===== config.mk =====
export PLATFORM = sky130hd
export DESIGN_NAME = sdf_alu
export DESIGN_NICKNAME = d
export VERILOG_FILES = /design/src/hdl/sdf_pkg.sv /design/src/hdl/sdf_alu.sv
export SDC_FILE = /design/constraint.sdc
export NUM_CORES = 2
export LEC_CHECK = 0
export BUFFER_PORTS_ARGS = -buffer_cell sky130_fd_sc_hd__buf_2
export CORE_ASPECT_RATIO = 0.7
export CORE_MARGIN = 8
export CORE_UTILIZATION = 45
export CTS_CLUSTER_DIAMETER = 150
export DETAILED_ROUTE_END_ITERATION = 8
export GPL_ROUTABILITY_DRIVEN = 0
export PLACE_DENSITY_LB_ADDON = 0.2
export SKIP_CTS_REPAIR_TIMING = 1
export SYNTH_ARGS = -nofsm -noshare
export SYNTH_HDL_FRONTEND = slang
export SYNTH_SLANG_ARGS = --single-unit
export TNS_END_PERCENT = 20

===== constraint.sdc =====
create_clock -name clk_i -period 14.85 [get_ports clk_i]
set_input_delay 1.485 -clock clk_i [delete_from_list [all_inputs] [get_ports clk_i]]
set_output_delay 1.485 -clock clk_i [all_outputs]
set_load 0.01 [all_outputs]

===== src/hdl/sdf_pkg.sv =====
// ----------------------------------------------------------------------------
// sdf_pkg
// shared types, constants and saturating helpers of the smooth damp follower
// ----------------------------------------------------------------------------
`default_nettype none

package sdf_pkg;

  localparam int FRAC_BITS = 16;

  typedef logic signed [63:0] val_t;

  // saturation bound of all intermediates
  localparam val_t LIM = val_t'(64'h2000_0000_0000_0000);
  localparam val_t ONE = val_t'(64'sd1 <<< FRAC_BITS);
  localparam val_t C048 = val_t'(((64'sd48 <<< FRAC_BITS) + 64'sd50) / 64'sd100);
  localparam val_t C0235 = val_t'(((64'sd235 <<< FRAC_BITS) + 64'sd500) / 64'sd1000);
  localparam val_t INT32_MAX_V = val_t'(64'sd2147483647);
  localparam val_t INT32_MIN_V = -val_t'(64'sd2147483648);

  // settle time floor, never below one lsb
  localparam int ST_MIN_RAW = ((1 << FRAC_BITS) + 5000) / 10000;
  localparam int ST_MIN = (ST_MIN_RAW < 1) ? 1 : ST_MIN_RAW;
  localparam logic [30:0] ST_MIN_W = 31'(ST_MIN);

  // numerators of the two divisions
  localparam val_t NUM_OMEGA = val_t'(64'sd2 <<< (2 * FRAC_BITS));
  localparam val_t NUM_DECAY = val_t'(64'sd1 <<< (2 * FRAC_BITS));

  // configuration register indexes
  localparam int CFG_IDX_W = 2;
  localparam logic [CFG_IDX_W-1:0] REG_SETTLE_TIME = 2'd0;
  localparam logic [CFG_IDX_W-1:0] REG_SPEED_CAP = 2'd1;
  localparam logic [CFG_IDX_W-1:0] REG_TICK_PERIOD = 2'd2;

  localparam logic [30:0] SETTLE_TIME_RST = 31'd65536;
  localparam logic [30:0] SPEED_CAP_RST = 31'h7FFF_FFFF;
  localparam logic [16:0] TICK_PERIOD_RST = 17'd1092;

  typedef enum logic {
    ALU_MUL,
    ALU_DIV
  } alu_op_e;

  typedef struct packed {
    logic    start;
    alu_op_e op;
  } alu_req_t;

  typedef struct packed {
    logic busy;
    logic done;
  } alu_rsp_t;

  function automatic val_t clamp_lim(val_t a);
    val_t r;
    if (a > LIM) r = LIM;
    else if (a < -LIM) r = -LIM;
    else r = a;
    return r;
  endfunction

  function automatic val_t sadd(val_t a, val_t b);
    val_t s;
    s = clamp_lim(a) + clamp_lim(b);
    return clamp_lim(s);
  endfunction

  function automatic logic signed [31:0] sat32(val_t a);
    val_t r;
    if (a > INT32_MAX_V) r = INT32_MAX_V;
    else if (a < INT32_MIN_V) r = INT32_MIN_V;
    else r = a;
    return r[31:0];
  endfunction

endpackage

`default_nettype wire


===== src/hdl/sdf_alu.sv =====
// ----------------------------------------------------------------------------
// sdf_alu
// shared multi-cycle unit: rounded saturating fixed point multiply and
// restoring unsigned division
// ----------------------------------------------------------------------------
`default_nettype none

module sdf_alu (
  input  logic             clk_i,
  input  logic             rst_ni,
  input  sdf_pkg::alu_req_t req_i,
  input  sdf_pkg::val_t    a_i,
  input  sdf_pkg::val_t    b_i,
  output sdf_pkg::alu_rsp_t rsp_o,
  output sdf_pkg::val_t    res_o
);
  import sdf_pkg::*;

  localparam logic [1:0] A_IDLE = 2'd0;
  localparam logic [1:0] A_MUL  = 2'd1;
  localparam logic [1:0] A_MFIN = 2'd2;
  localparam logic [1:0] A_DIV  = 2'd3;

  logic [1:0]   state_q, state_d;
  logic [5:0]   cnt_q, cnt_d;
  logic         neg_q, neg_d;
  logic [61:0]  ua_q, ua_d;
  logic [61:0]  ub_q, ub_d;
  logic [63:0]  num_q, num_d;
  logic [61:0]  rem_q, rem_d;
  logic [123:0] acc_q, acc_d;
  val_t         res_q, res_d;
  logic         done_q, done_d;

  val_t         ca, cb;
  logic [30:0]  la, lb;
  logic [61:0]  pp;
  logic [123:0] pp_sh;
  logic [62:0]  rem_sh;
  logic         ge;
  logic [63:0]  q;

  always_comb begin
    ca = clamp_lim(a_i);
    cb = clamp_lim(b_i);
    la = cnt_q[1] ? ua_q[61:31] : ua_q[30:0];
    lb = cnt_q[0] ? ub_q[61:31] : ub_q[30:0];
    pp = 62'(la) * 62'(lb);
    case ({1'b0, cnt_q[1]} + {1'b0, cnt_q[0]})
      2'd0:    pp_sh = {62'b0, pp};
      2'd1:    pp_sh = {31'b0, pp, 31'b0};
      default: pp_sh = {pp, 62'b0};
    endcase
    rem_sh = {rem_q, num_q[63]};
    ge = rem_sh >= {1'b0, ub_q};
    // rounding: half an lsb or more rounds the magnitude up
    if (|acc_q[123:64]) begin
      q = 64'(LIM);
    end else begin
      q = (acc_q[63:0] >> FRAC_BITS) + 64'(acc_q[FRAC_BITS-1]);
      if (q > 64'(LIM)) q = 64'(LIM);
    end
  end

  always_comb begin
    state_d = state_q;
    cnt_d   = cnt_q;
    neg_d   = neg_q;
    ua_d    = ua_q;
    ub_d    = ub_q;
    num_d   = num_q;
    rem_d   = rem_q;
    acc_d   = acc_q;
    res_d   = res_q;
    done_d  = 1'b0;
    case (state_q)
      A_IDLE: begin
        if (req_i.start) begin
          cnt_d = '0;
          if (req_i.op == ALU_MUL) begin
            neg_d   = ca[63] ^ cb[63];
            ua_d    = ca[63] ? 62'(-ca) : ca[61:0];
            ub_d    = cb[63] ? 62'(-cb) : cb[61:0];
            acc_d   = '0;
            state_d = A_MUL;
          end else begin
            num_d   = a_i;
            ub_d    = b_i[61:0];
            rem_d   = '0;
            cnt_d   = 6'd63;
            state_d = A_DIV;
          end
        end
      end
      A_MUL: begin
        acc_d = acc_q + pp_sh;
        cnt_d = cnt_q + 6'd1;
        if (cnt_q[1:0] == 2'd3) state_d = A_MFIN;
      end
      A_MFIN: begin
        res_d   = neg_q ? -val_t'(q) : val_t'(q);
        done_d  = 1'b1;
        state_d = A_IDLE;
      end
      A_DIV: begin
        rem_d = ge ? 62'(rem_sh - {1'b0, ub_q}) : rem_sh[61:0];
        num_d = {num_q[62:0], ge};
        cnt_d = cnt_q - 6'd1;
        if (cnt_q == '0) begin
          res_d   = {num_q[62:0], ge};
          done_d  = 1'b1;
          state_d = A_IDLE;
        end
      end
      default: state_d = A_IDLE;
    endcase
  end

  always_ff @(posedge clk_i or negedge rst_ni) begin
    if (!rst_ni) begin
      state_q <= A_IDLE;
      done_q  <= 1'b0;
      cnt_q   <= '0;
    end else begin
      state_q <= state_d;
      done_q  <= done_d;
      cnt_q   <= cnt_d;
    end
  end

  always_ff @(posedge clk_i) begin
    neg_q <= neg_d;
    ua_q  <= ua_d;
    ub_q  <= ub_d;
    num_q <= num_d;
    rem_q <= rem_d;
    acc_q <= acc_d;
    res_q <= res_d;
  end

  assign rsp_o.busy = (state_q != A_IDLE);
  assign rsp_o.done = done_q;
  assign res_o      = res_q;

endmodule

`default_nettype wire


==> metrics <==
status finished, final reports clean; Clock Tree Root clkbuf_16; sequential cell area fraction in the yosys report 19.9%; CTS Buffer Depth 3; critical path required time 15.23 ns; R2R Setup Slk 0.39 ns; #FFs+latches synth 448; Setup TNS Final 0 ns; vias per inst 6.09; Final Skew 0.0397 ns; Hold Crit Class flop to flop; CTS Sinks 448; Simple-Gate Fraction of Synth Area 18.6%; Largest delay share family, worst path adder cells; Setup Viol. Count Final 0; drt first pass iters 7; WP buf/inv 10; # IOs 198; fin crit share 97.4%; ANT nets after route 0; Arr. time, crit path 14.84 ns; slowest cell on the critical path o311ai_0; initial core utilization 45.1%; compound-cell area share of the yosys netlist 14.2%; HPWL after DPL 211000 µm; Adder-Cell Fraction of Synth Area 33.3%; Most used DFF post-synth edfxtp_1; CTS Buf Count 53; vias in the first global route 59.0k; most common cell after layout, fill and taps aside nand2_1; DR vias 61.7k; post-synthesis mux area share 1.18%; Synth cell types 102; final slew viol count 0; TritonCTS clock tree yes; Layout Nets 9516; layout cells sized above 1 7.54%; endpoints failing hold 0; clk_lat worst skew 0.66 ns; first-pass GRT wire length 386000 µm; Post-route DRC 0; Total GRT Usage 31.1%; EDFF count, synth 439; final wirelength 261000 µm; crit path time final 14.46 ns; chip height 340 µm; Post-Synth XOR/XNOR Area 4.59%; async set-reset flop share out of synthesis 2.01%; FMAX 0.0691 GHz; initial DRC count 8593; RSZ-0062 raised after global routing false; worst-path fanout max 27; synthesized area per cell 8.35 µm²; Area Overhead vs Synth 7.95%; Post-Syn Instances 8085; cell mode on critical path fa_1; critical path capture point type flop; Synthesized Nets 9510; die width 479 µm; main combinational cell family by area after synthesis adder cells; synthesized cell area 67500 µm²; Slowest Stage Delay on Critical Path 0.80 ns; most frequent cells in the layout nand2_1 (1173), inv_1 (1052), nor2_1 (990), fa_1 (840), a21oi_1 (513); antenna violations before repair 18; max_slew headroom 10.2%; crit path kind flop to flop; Max-Cap Viols 0; clk slew on worst S/H paths 0.07 ns; GRT overflow 0; CP Launch Type flop; CTS HTree Levels 2; Die ar. 163000 µm²; Core Rows 119; core area 150000 µm²; drt wl/cell 25.7 µm; Least-Margin Pin Slew 1.34 ns; Synthesis Warnings 0; # port buffers 197; largest net degree at the start of global routing 87
## final timing paths
path                         endpoint  depth (start not counted)  startpoint
max                        acc_q[117]                         42    cnt_q[0]
min                         num_q[42]                          2   num_q[41]
max reg2reg                acc_q[117]                         42    cnt_q[0]
min reg2reg                 num_q[42]                          2   num_q[41]
max in group asynchronous    cnt_q[1]                          1      rst_ni
min in group asynchronous    cnt_q[3]                          1      rst_ni
## final cells by class
class	count	area [µm²]
Antenna cell	11	27.5
Clock buffer	58	1350
Clock inverter	40	414
Fill cell	14500	76800
Inverter	1057	3970
Multi-Input combinational cell	6163	48900
Sequential cell	448	13400
Tap cell	1996	2500
Timing Repair Buffer	368	2310
## cells by family (layout without fill, tap and decap cells)
logic type,after synthesis,in the layout
compound gates,1557,1557
mux,75,75
buf+inv,1474,1523
simple gates,2886,2886
other cells,0,11
fa+ha+maj,1293,1293
xor+xnor,352,352
flops,448,448
## routing by layer
metal | routed length [µm] | part of all wire, % | GRT usage, %
met1 | 113000 | 43 | 46.8
met2 | 96000 | 37 | 39.6
met3 | 43900 | 17 | 13.9
met4 | 8080 | 3.1 | 8.10
met5 | 134 | 0.051 | 0
## synthesized netlist by cell type, drive strengths merged, types with 10 or more instances
cell type	count	area (µm²)
nor3	125	631
nand2	1174	4410
a31oi	69	432
o21a	39	293
nand4	123	797
xnor2	216	1890
mux2i	39	390
a211oi	37	278
o21ai	394	1970
nor4	66	425
nor2	995	3740
inv	1055	3960
buf	44	209
mux2	36	405
a21oi	515	2580
or2	29	181
a221oi	10	87.6
nand2b	49	307
xor2	135	1180
fa	840	16800
and2	68	425
and4	12	105
a21o	153	1150
o31ai	39	322
clkbuf	373	1400
edfxtp	439	13200
nand3	107	546
a22o	13	114
o21bai	58	435
o22ai	27	169
or4	16	131
o22a	12	105
and3	39	244
nor2b	28	175
o211ai	23	173
o41ai	13	129
ha	453	5670
or3	34	213
a21boi	42	315
## worst register-to-register path: cells and delay by family (launching register included)
kind            cells  cell delay (ns)
fa+ha+maj          10             5.06
compound gates     10             3.66
buf+inv            10             1.63
simple gates       11             2.97
flops               1             0.40
xor+xnor            1             0.50
## flip-flops by register name, summed over array words and instances, names as in the netlist
register / flops
acc_q: 124
cnt_q: 6
done_q: 1
neg_q: 1
num_q: 64
rem_q: 62
res_o: 64
state_q: 2
ua_q: 62
ub_q: 62
## per-stage QoR
stage	setup slack (ns)	utilization [%]	hold WS, ns	area, µm²	cells
after global routing	0.149	48.7	0.546	72800	10100
after detailed placement	0.264	47.4	0.507	70900	10000
final	0.387	48.7	0.511	72800	10100
after CTS	0.263	48.5	0.514	72600	10100
after global placement	0.295	47.4	0.504	70900	10000
after floorplan	2.72	-	0.494	67500	8085
Power is left out: the tool's default activity adds up to more than one toggle a clock period on the data nets, which glitch-free logic cannot reach.
